$ cat src/hdl/weighted_nll_loss_accumulator_macros.svh
// assertion macros shared by the loss accumulator rtl
`ifndef WEIGHTED_NLL_LOSS_ACCUMULATOR_MACROS_SVH
`define WEIGHTED_NLL_LOSS_ACCUMULATOR_MACROS_SVH

`ifndef SYNTHESIS

// same-cycle implication
`define WNLL_ASSERT_IMP(label, clk, rst, ante, cons, msg) \
   label: assert property (@(posedge clk) disable iff (rst) (ante) |-> (cons)) \
      else $error(msg);

// next-cycle implication
`define WNLL_ASSERT_NXT(label, clk, rst, ante, cons, msg) \
   label: assert property (@(posedge clk) disable iff (rst) (ante) |=> (cons)) \
      else $error(msg);

`else

`define WNLL_ASSERT_IMP(label, clk, rst, ante, cons, msg)
`define WNLL_ASSERT_NXT(label, clk, rst, ante, cons, msg)

`endif

`endif

$ cat src/hdl/wnll_pkg.sv
// types, constants and helpers for the weighted nll loss accumulator
package wnll_pkg;

   localparam int NUM_CLASSES = 256;
   localparam int CLS_AW      = (NUM_CLASSES > 1) ? $clog2(NUM_CLASSES) : 1;

   localparam int LOSS_W = 48;
   localparam int WSUM_W = 47;
   localparam int WT_W   = 32;

   localparam logic signed [WT_W-1:0] ONE_Q16 = 32'sh0001_0000;

   localparam logic signed [LOSS_W-1:0] MAX48 = {1'b0, {(LOSS_W-1){1'b1}}};
   localparam logic signed [LOSS_W-1:0] MIN48 = {1'b1, {(LOSS_W-1){1'b0}}};

   // divider sizes: |loss| << 16 over |weight sum|
   localparam int DIV_NUM_W = 64;
   localparam int DIV_DEN_W = 48;
   localparam int DIV_CNT_W = $clog2(DIV_NUM_W + 1);

   // register indexes
   localparam logic [1:0] CSR_IGNORE_CLASS = 2'd0;
   localparam logic [1:0] CSR_SIZE_AVERAGE = 2'd1;
   localparam logic [1:0] CSR_REDUCE_MODE  = 2'd2;
   localparam logic [1:0] CSR_USE_WEIGHTS  = 2'd3;

   // item kinds
   localparam logic KIND_WEIGHT = 1'b0;
   localparam logic KIND_PIXEL  = 1'b1;

   typedef struct packed {
      logic               kind;
      logic signed [15:0] class_index;
      logic signed [31:0] value;
      logic               last_pixel;
   } req_word_type;

   typedef struct packed {
      logic signed [LOSS_W-1:0] loss;
      logic [WSUM_W-1:0]        weight_sum;
      logic                     is_total;
      logic                     bad_target;
   } rsp_word_type;

   typedef struct packed {
      logic busy;
      logic done;
   } div_status_type;

   typedef enum logic [2:0] {
      ST_IDLE,
      ST_MUL,
      ST_ACC,
      ST_TOT,
      ST_DIV,
      ST_EMIT
   } st_type;

   function automatic logic cls_in_range(input logic signed [15:0] c);
      return !c[15] && ({1'b0, c} < 17'(NUM_CLASSES));
   endfunction

   // clamp a 49-bit signed sum to 48 bits
   function automatic logic signed [LOSS_W-1:0] sat48(input logic signed [LOSS_W:0] s);
      logic signed [LOSS_W-1:0] r;
      if (s[LOSS_W] != s[LOSS_W-1]) begin
         r = s[LOSS_W] ? MIN48 : MAX48;
      end else begin
         r = s[LOSS_W-1:0];
      end
      return r;
   endfunction

   // magnitude of a 48-bit signed value, exact for the minimum
   function automatic logic [LOSS_W-1:0] abs48(input logic signed [LOSS_W-1:0] x);
      return x[LOSS_W-1] ? (~x + 48'd1) : x;
   endfunction

endpackage

$ cat src/hdl/wnll_div.sv
// restoring divider, one quotient bit per cycle
`include "weighted_nll_loss_accumulator_macros.svh"

module wnll_div
   import wnll_pkg::*;
(
   input  logic                 clock,
   input  logic                 reset,
   input  logic                 start,
   input  logic [DIV_NUM_W-1:0] dividend,
   input  logic [DIV_DEN_W-1:0] divisor,
   output div_status_type       status,
   output logic [DIV_NUM_W-1:0] quotient
);

   logic                 busy_ff;
   logic                 done_ff;
   logic [DIV_CNT_W-1:0] cnt_ff;
   logic [DIV_DEN_W-1:0] rem_ff;
   logic [DIV_DEN_W-1:0] den_ff;
   logic [DIV_NUM_W-1:0] quo_ff;

   logic [DIV_DEN_W:0]   trial;
   logic [DIV_DEN_W:0]   diff;
   logic                 fits;

   assign trial = {rem_ff, quo_ff[DIV_NUM_W-1]};
   assign diff  = trial - {1'b0, den_ff};
   assign fits  = !diff[DIV_DEN_W];

   always_ff @(posedge clock) begin
      if (reset) begin
         busy_ff <= 1'b0;
         done_ff <= 1'b0;
         cnt_ff  <= '0;
      end else begin
         done_ff <= 1'b0;
         if (start) begin
            busy_ff <= 1'b1;
            cnt_ff  <= DIV_CNT_W'(DIV_NUM_W);
         end else if (busy_ff) begin
            cnt_ff <= cnt_ff - DIV_CNT_W'(1);
            if (cnt_ff == DIV_CNT_W'(1)) begin
               busy_ff <= 1'b0;
               done_ff <= 1'b1;
            end
         end
      end
   end

   always_ff @(posedge clock) begin
      if (start) begin
         rem_ff <= '0;
         den_ff <= divisor;
         quo_ff <= dividend;
      end else if (busy_ff) begin
         rem_ff <= fits ? diff[DIV_DEN_W-1:0] : trial[DIV_DEN_W-1:0];
         quo_ff <= {quo_ff[DIV_NUM_W-2:0], fits};
      end
   end

   assign status.busy = busy_ff;
   assign status.done = done_ff;
   assign quotient    = quo_ff;

   `WNLL_ASSERT_NXT(a_done_pulse, clock, reset, done_ff, !done_ff, "done held longer than a cycle")
   `WNLL_ASSERT_IMP(a_start_idle, clock, reset, start, !busy_ff, "divider started while busy")
   `WNLL_ASSERT_IMP(a_busy_count, clock, reset, busy_ff, cnt_ff != '0, "busy with no steps left")

endmodule

$ cat config.mk
export PLATFORM = sky130hd
export DESIGN_NAME = wnll_div
export DESIGN_NICKNAME = d
export VERILOG_FILES = /design/src/hdl/wnll_pkg.sv /design/src/hdl/wnll_div.sv
export VERILOG_INCLUDE_DIRS = /design/src /design/src/hdl
export SDC_FILE = /design/constraint.sdc
export NUM_CORES = 1
export LEC_CHECK = 0
export BUFFER_PORTS_ARGS = -buffer_cell sky130_fd_sc_hd__buf_2
export CORE_MARGIN = 4
export CORE_UTILIZATION = 30
export CTS_CLUSTER_DIAMETER = 60
export CTS_CLUSTER_SIZE = 25
export DETAILED_ROUTE_END_ITERATION = 7
export PLACE_DENSITY_LB_ADDON = 0.05
export SYNTH_ARGS = -nofsm -noshare
export SYNTH_HDL_FRONTEND = slang
export SYNTH_SLANG_ARGS = --single-unit
$ cat constraint.sdc
create_clock -name clock -period 3.2 [get_ports clock]
set_input_delay 0.64 -clock clock [delete_from_list [all_inputs] [get_ports clock]]
set_output_delay 0.64 -clock clock [all_outputs]
set_load 0.05 [all_outputs]
==> flow_metrics.py, run 1 <==
metrics = {
    "run_status": {
        "run_status": "finished clean",
    },
    "final_layout": {
        "drive_above_1_share": 0.332,
        "areaGrowthSynthToFinish_pct": 26.8,
        "final_cell_count_no_fill": 1548,
        "layout.nets": 1299,
        "antenna_fix_cells": 0,
        "design_area_um2": 12200,
    },
    "critical_path": {
        "r2r_end": "rem_ff[43]",
        "startpoint": "den_ff[18]",
        "timing.critical_path.required_ps": 3550,
        "regToRegSetupSlack_ps": 130,
        "critPathLaunchType": "flip-flop",
        "arrival_ps": 3420,
        "endpoint": "rem_ff[43]",
        "reg2reg_from": "den_ff[18]",
        "r2r.worst_path.cells": 13,
        "worst-setup-path-type": "flip-flop to flip-flop",
        "critPathMaxFanout": 6,
        "critical_path.endpoint_type": "flip-flop",
    },
    "power_and_ir_drop": {
        "power.leakage_uw": 0.00517,
        "p_clk_frac": 0.346,
        "p_sw_frac": 0.316,
        "cellPowerDensity_nw_per_um2": 563,
        "comb_power_share": 0.267,
        "switchingPower_uw": 2170,
        "cellInternalPower_uw": 4700,
        "seq_power_share": 0.387,
        "power.total_uw": 6870,
        "power.ir.vdd_worst_mv": 0.398,
    },
    "detailed_routing": {
        "drt-met1-wl_um": 12500,
        "routedWlPerCell_um": 16.4,
        "topRoutingLayerUsed": "met5",
        "num_vias": 7448,
        "remaining_drc_errors": 0,
        "drt-pass1-iter-count": 4,
        "met2RoutedLength_um": 10900,
        "antenna_violating_nets_post_route": 0,
        "detailedRoute.firstIterationViolations": 313,
        "wirelength_um": 25400,
        "vias_per_cell": 4.81,
        "met3RoutedLength_um": 1760,
    },
    "cts": {
        "worst_setup_hold_path_clk_slew_ps": 70,
        "cts.root.buffer_cell": "sky130_fd_sc_hd__clkbuf_16",
        "hold_buffers": 0,
        "htreeDepth": 4,
        "tritoncts.num_buffers": 17,
        "cts.sinks": 169,
        "clock_insertion_delay_worst_skew_ps": 440,
        "ctsLongestPathBuffers": 2,
        "cts_tree": "done",
    },
    "sta": {
        "report.final.slew_viol_count": 0,
        "fmaxAchievable_ghz": 0.326,
        "final-hold-violation-count": 0,
        "relSlewSlack": 0.429,
        "count_of_final_setup_violators": 0,
        "setup_repair_after_global_routing_missed_its_margin": "true",
        "ratio_of_final_minimum_period_to_clock_period": 0.959,
        "clock_skews_ps": 11.6,
        "final.min_clock_period_ps": 3070,
        "worst_hold_slack_ps": 368,
        "max_slew.worst_pin.slew_ps": 857,
    },
    "floorplan": {
        "core.rowCount": 65,
        "die_width_um": 187,
        "core_area_um2": 31600,
        "pin_count": 181,
        "design.die.area_um2": 35000,
        "floorplan.initialDensity": 0.305,
        "dieHeight_um": 187,
    },
    "logic_synthesis": {
        "synth.ff_latch_count": 169,
        "synth.avg_cell_area_um2": 10.6,
        "synthCells": 910,
        "post_synth_num_cell_types": 64,
        "yosysWarningCount": 0,
        "yosysTopAreaCell": "sky130_fd_sc_hd__edfxtp_1",
        "edff_count_synth": 112,
        "asyncSetResetFlopFracSynth": 0,
        "netlist_area_um2": 9620,
        "dominantRegCellSynth": "sky130_fd_sc_hd__edfxtp_1",
        "ys_top_cells_by_area": "sky130_fd_sc_hd__edfxtp_1 (35%), sky130_fd_sc_hd__dfxtp_1 (12%), sky130_fd_sc_hd__mux2_2 (7.4%)",
        "top_area_cell_type_share_of_the_netlist_area": 0.350,
        "postSynthNetCount": 1076,
        "synth-seq-area-share": 0.468,
    },
    "global_routing": {
        "grt_overflow": 0,
        "grt_max_degree": 114,
        "first_global_vias": 7900,
        "grt_use_total": 0.147,
        "antenna_found_initial": 3,
        "wire_length_of_the_first_global_routing_pass_um": 41800,
    },
    "hold_path": {
        "launch_instance_of_the_worst_min_delay_path": "reset",
        "hp-class": "input pin to flip-flop",
    },
    "place": {
        "dp.final_hpwl_um": 18600,
        "dp.cells": 1505,
        "place.gp.congestion": 0.797,
        "port-buffer-count": 180,
        "place_area_um2": 11300,
    },
    "run": {
        "cap_violations": 0,
    },
}
## logic make-up after synthesis
logic type / synth area share
DFF: 0.468
xor gates and xnor gates: 0.0481
buffers and inverters: 0.0486
and+or+nand+nor: 0.106
muxes: 0.106
AOI/OAI and AO/OA: 0.156
adders and majority gates: 0.0671
## state kept, by name (all words and copies together), names as in the netlist
register	count
quotient	64
busy_ff	1
den_ff	48
rem_ff	48
done_ff	1
cnt_ff	7
## final cells by class
cell class | count | area [µm²]
multi-input cells | 631 | 4780
flip-flops and latches | 169 | 4510
inverters | 62 | 233
fillers | 3153 | 19400
clock buffers | 18 | 429
well taps | 402 | 503
clock inverters | 14 | 233
repair buffers | 252 | 1520
## metrics by stage
stage / worst slack, ps / TNS (ps) / util
after global placement: 68.6 / 0 / 0.359
after CTS: 14.7 / 0 / 0.380
after global routing: -48.1 / -410 / 0.387
final: 133 / 0 / 0.387
after floorplan: 7.21 / 0 / -
after detailed placement: 38.9 / 0 / 0.359
## power groups by stage
| stage | clock [µW] | sequential [µW] | combinational [µW] |
|---|---|---|---|
| 6_report | 2380 | 2660 | 1840 |
| 4_1_cts | 2470 | 2660 | 1800 |
| 3_5_place_dp | 0 | 2700 | 1800 |
| 5_1_grt | 2550 | 2690 | 2030 |
| 2_1_floorplan | 0 | 2990 | 959 |
| 3_3_place_gp | 0 | 2710 | 1800 |
## layer usage
| metal | up-vias | track usage |
|---|---|---|
| met3 | 22 | 0.0573 |
| met5 | - | 0 |
| li1 | 3789 | - |
| met4 | 6 | 0.0333 |
| met2 | 155 | 0.219 |
| met1 | 3476 | 0.201 |
## cells in the final DEF (no fill, tap or decap), drive strengths merged, types with 4 or more instances in the layout
cell type  instances
and2               9
o21a               8
buf              251
a31oi             10
nand3             15
o21ai             33
nand2b             8
xor2              20
ha                50
dfxtp             57
xnor2             32
a311oi             4
o211ai            12
nand2             54
nand4             11
nor4               4
clkbuf            19
a211oi            33
mux2              63
a21o              26
o21bai            10
a41oi              4
nor2b              5
edfxtp           112
inv               68
and3               7
bufinv             5
mux2i             31
nor2              77
nor3              12
a21oi             50
## how the worst min path moves through the flow
stage / to / slack [ps] / cells past startpoint
finish: busy_ff / 370 / 2
detailed placement: cnt_ff[1] / 490 / 2
CTS: den_ff[0] / 340 / 1
floorplan: cnt_ff[1] / 470 / 2
global placement: cnt_ff[1] / 490 / 2
global route: den_ff[1] / 340 / 1
## synth_stat cells, drive strengths merged, types with 7 or more instances
master / number
edfxtp: 112
nor3: 12
and3: 7
a21oi: 50
o21ai: 33
mux2i: 31
o211ai: 12
and2: 9
ha: 50
nand2b: 8
nand3: 15
mux2: 63
o21a: 8
a211oi: 33
xnor2: 32
buf: 10
xor2: 20
nand4: 11
a21o: 26
o21bai: 10
a31oi: 10
clkbuf: 38
inv: 62
dfxtp: 57
nand2: 54
nor2: 77
## timing repair
item | in CTS | in global routing
buffers inserted | 0 | 10
pin swaps | 1 | 9
endpoints found under the hold margin | 0 | 0
endpoints found under the setup margin | 3 | 34
cloned | 0 | 1
gates resized for setup | 1 | 23
## critical path: stages (launching register included)
cell	delay (ps)
sky130_fd_sc_hd__edfxtp_1	370
sky130_fd_sc_hd__inv_1	110
sky130_fd_sc_hd__ha_2	320
sky130_fd_sc_hd__a21oi_2	150
sky130_fd_sc_hd__o21ai_1	100
sky130_fd_sc_hd__or3_1	410
sky130_fd_sc_hd__nor3b_2	190
sky130_fd_sc_hd__a211oi_2	70
sky130_fd_sc_hd__a221o_1	370
sky130_fd_sc_hd__a21oi_2	170
sky130_fd_sc_hd__buf_4	160
sky130_fd_sc_hd__and4b_1	200
sky130_fd_sc_hd__o31ai_1	80
sky130_fd_sc_hd__a311oi_1	270
No activity file was read; power rests on OpenSTA's default activity.
==> run 2: changes to the inputs <==
- CORE_UTILIZATION: 30 -> 50
==> run 2 against run 1 <==
  * Flip-flop and latch count stayed put
  * Die area is 38% lower
  * Maximum frequency is 0.62% higher
  * Largest cell class unchanged
==> flow_metrics.py, run 2 (same netlist as run 1, synthesis figures left out) <==
metrics = {
    "run_status": {
        "run_status": "finished clean",
    },
    "global_routing": {
        "grt_overflow": 0,
        "grt_max_degree": 103,
        "busiest_layer": "met2",
        "grt.met1_usage": 0.282,
        "grtUsageMet3": 0.0651,
        "grt_util_met2": 0.320,
        "first_global_vias": 7365,
        "grt_use_total": 0.206,
        "antenna_found_initial": 3,
        "wire_length_of_the_first_global_routing_pass_um": 36500,
    },
    "detailed_routing": {
        "wirelength_um": 22100,
        "drt-pass1-iter-count": 5,
        "routedWlPerCell_um": 16.0,
        "detailedRoute.firstIterationViolations": 409,
        "antenna_violating_nets_post_route": 0,
        "remaining_drc_errors": 0,
        "num_vias": 7380,
        "vias_per_cell": 5.33,
    },
    "place": {
        "port-buffer-count": 180,
        "dp.final_hpwl_um": 16100,
        "dp.cells": 1344,
        "place_area_um2": 11000,
        "post-place-ws_ps": 3.06,
        "place.gp.congestion": 0.849,
    },
    "floorplan": {
        "pin_count": 181,
        "floorplan.initialDensity": 0.511,
        "design.die.area_um2": 21500,
        "die_width_um": 147,
        "core.rowCount": 50,
        "dieHeight_um": 147,
        "core_area_um2": 18800,
    },
    "final_layout": {
        "layout.nets": 1278,
        "final_cell_count_no_fill": 1385,
        "layout_commonest_cell": "sky130_fd_sc_hd__buf_2",
        "antenna_fix_cells": 0,
        "final_cell_mix": "sky130_fd_sc_hd__buf_2 (179), sky130_fd_sc_hd__edfxtp_1 (112), sky130_fd_sc_hd__nor2_1 (77)",
        "drive_above_1_share": 0.316,
        "design_area_um2": 11800,
        "areaGrowthSynthToFinish_pct": 22.7,
        "number_of_flip_flops_under_the_largest_register_name": 64,
    },
    "cts": {
        "clock_insertion_delay_worst_skew_ps": 440,
        "htreeDepth": 4,
        "tritoncts.num_buffers": 17,
        "cts.sinks": 169,
        "cts.root.buffer_cell": "sky130_fd_sc_hd__clkbuf_16",
        "cts_tree": "done",
        "ctsLongestPathBuffers": 2,
        "worst_setup_hold_path_clk_slew_ps": 70,
    },
    "critical_path": {
        "critPathLaunchType": "flip-flop",
        "worst-setup-path-type": "flip-flop to flip-flop",
        "critical_path.endpoint_type": "flip-flop",
        "arrival_ps": 3340,
        "r2r.worst_path.cells": 14,
        "timing.critical_path.required_ps": 3490,
        "critPathMaxFanout": 8,
    },
    "power_and_ir_drop": {
        "power.leakage_uw": 0.00504,
        "power.ir.vdd_worst_mv": 0.500,
        "cellPowerDensity_nw_per_um2": 551,
        "power.total_uw": 6500,
    },
    "sta": {
        "setup_repair_after_global_routing_missed_its_margin": "true",
        "fin_ws_ps": 152,
        "relSlewSlack": 0.575,
        "final-hold-violation-count": 0,
        "fmaxAchievable_ghz": 0.328,
        "report.final.slew_viol_count": 0,
        "count_of_final_setup_violators": 0,
        "ratio_of_final_minimum_period_to_clock_period": 0.953,
        "final.min_clock_period_ps": 3050,
        "worst_hold_slack_ps": 376,
        "clock_skews_ps": 12.4,
        "max_slew.worst_pin.slew_ps": 638,
    },
    "run": {
        "cap_violations": 0,
    },
    "hold_path": {
        "min_delay_path_depth": 1,
        "hp-class": "input pin to flip-flop",
    },
}
[run 2: path summary, 6_finish.rpt]
check | start | to | slack [ps]
max | den_ff[0] | rem_ff[10] | 150
min | divisor[44] | den_ff[44] | 380
max reg2reg | den_ff[0] | rem_ff[10] | 150
min reg2reg | rem_ff[45] | rem_ff[46] | 490
[run 2: worst max-delay path, stage by stage, from the launching register on]
cell and delay, ps:
sky130_fd_sc_hd__edfxtp_1 370, sky130_fd_sc_hd__ha_2 210, sky130_fd_sc_hd__fa_2 360, sky130_fd_sc_hd__nand2b_4 170, sky130_fd_sc_hd__a21oi_4 170, sky130_fd_sc_hd__o21a_2 160
sky130_fd_sc_hd__o21bai_2 100, sky130_fd_sc_hd__a31oi_4 190, sky130_fd_sc_hd__a32oi_4 80, sky130_fd_sc_hd__a31oi_4 230, sky130_fd_sc_hd__xor2_4 260, sky130_fd_sc_hd__buf_12 160
sky130_fd_sc_hd__buf_6 150, sky130_fd_sc_hd__mux2i_1 200, sky130_fd_sc_hd__a211oi_1 90
[run 2: routing by layer]
metal / wire length (µm) / up-vias
met3: 1410 / 21
li1: - / 3739
met2: 10000 / 190
met5: 34 / -
met1: 10500 / 3424
met4: 236 / 6
[run 2: power by group]
part / switching (µW) / internal [µW]
clock network: 956 / 1110
logic: 1070 / 707
registers: 110 / 2550
[run 2: layout make-up]
| cell class | count | area, µm² |
|---|---|---|
| Inverter | 62 | 233 |
| Multi-Input combinational cell | 631 | 4750 |
| Tap cell | 260 | 325 |
| Timing Repair Buffer | 231 | 1400 |
| Sequential cell | 169 | 4510 |
| Fill cell | 1570 | 7030 |
| Clock inverter | 14 | 154 |
| Clock buffer | 18 | 429 |
[run 2: what timing repair did]
action	4_1_cts	5_1_grt
setup buffers	0	9
hold buffers	0	0
gates resized for setup	1	27
setup endpoints to repair	3	38
hold endpoints to repair	0	0
pin swaps	1	4
[run 2: stage by stage]
step | setup TNS (ps) | utilization
final | 0 | 0.627
after global routing | -51.3 | 0.627
after CTS | 0 | 0.615
after detailed placement | 0 | 0.584
after global placement | 0 | 0.584
after floorplan | 0 | -
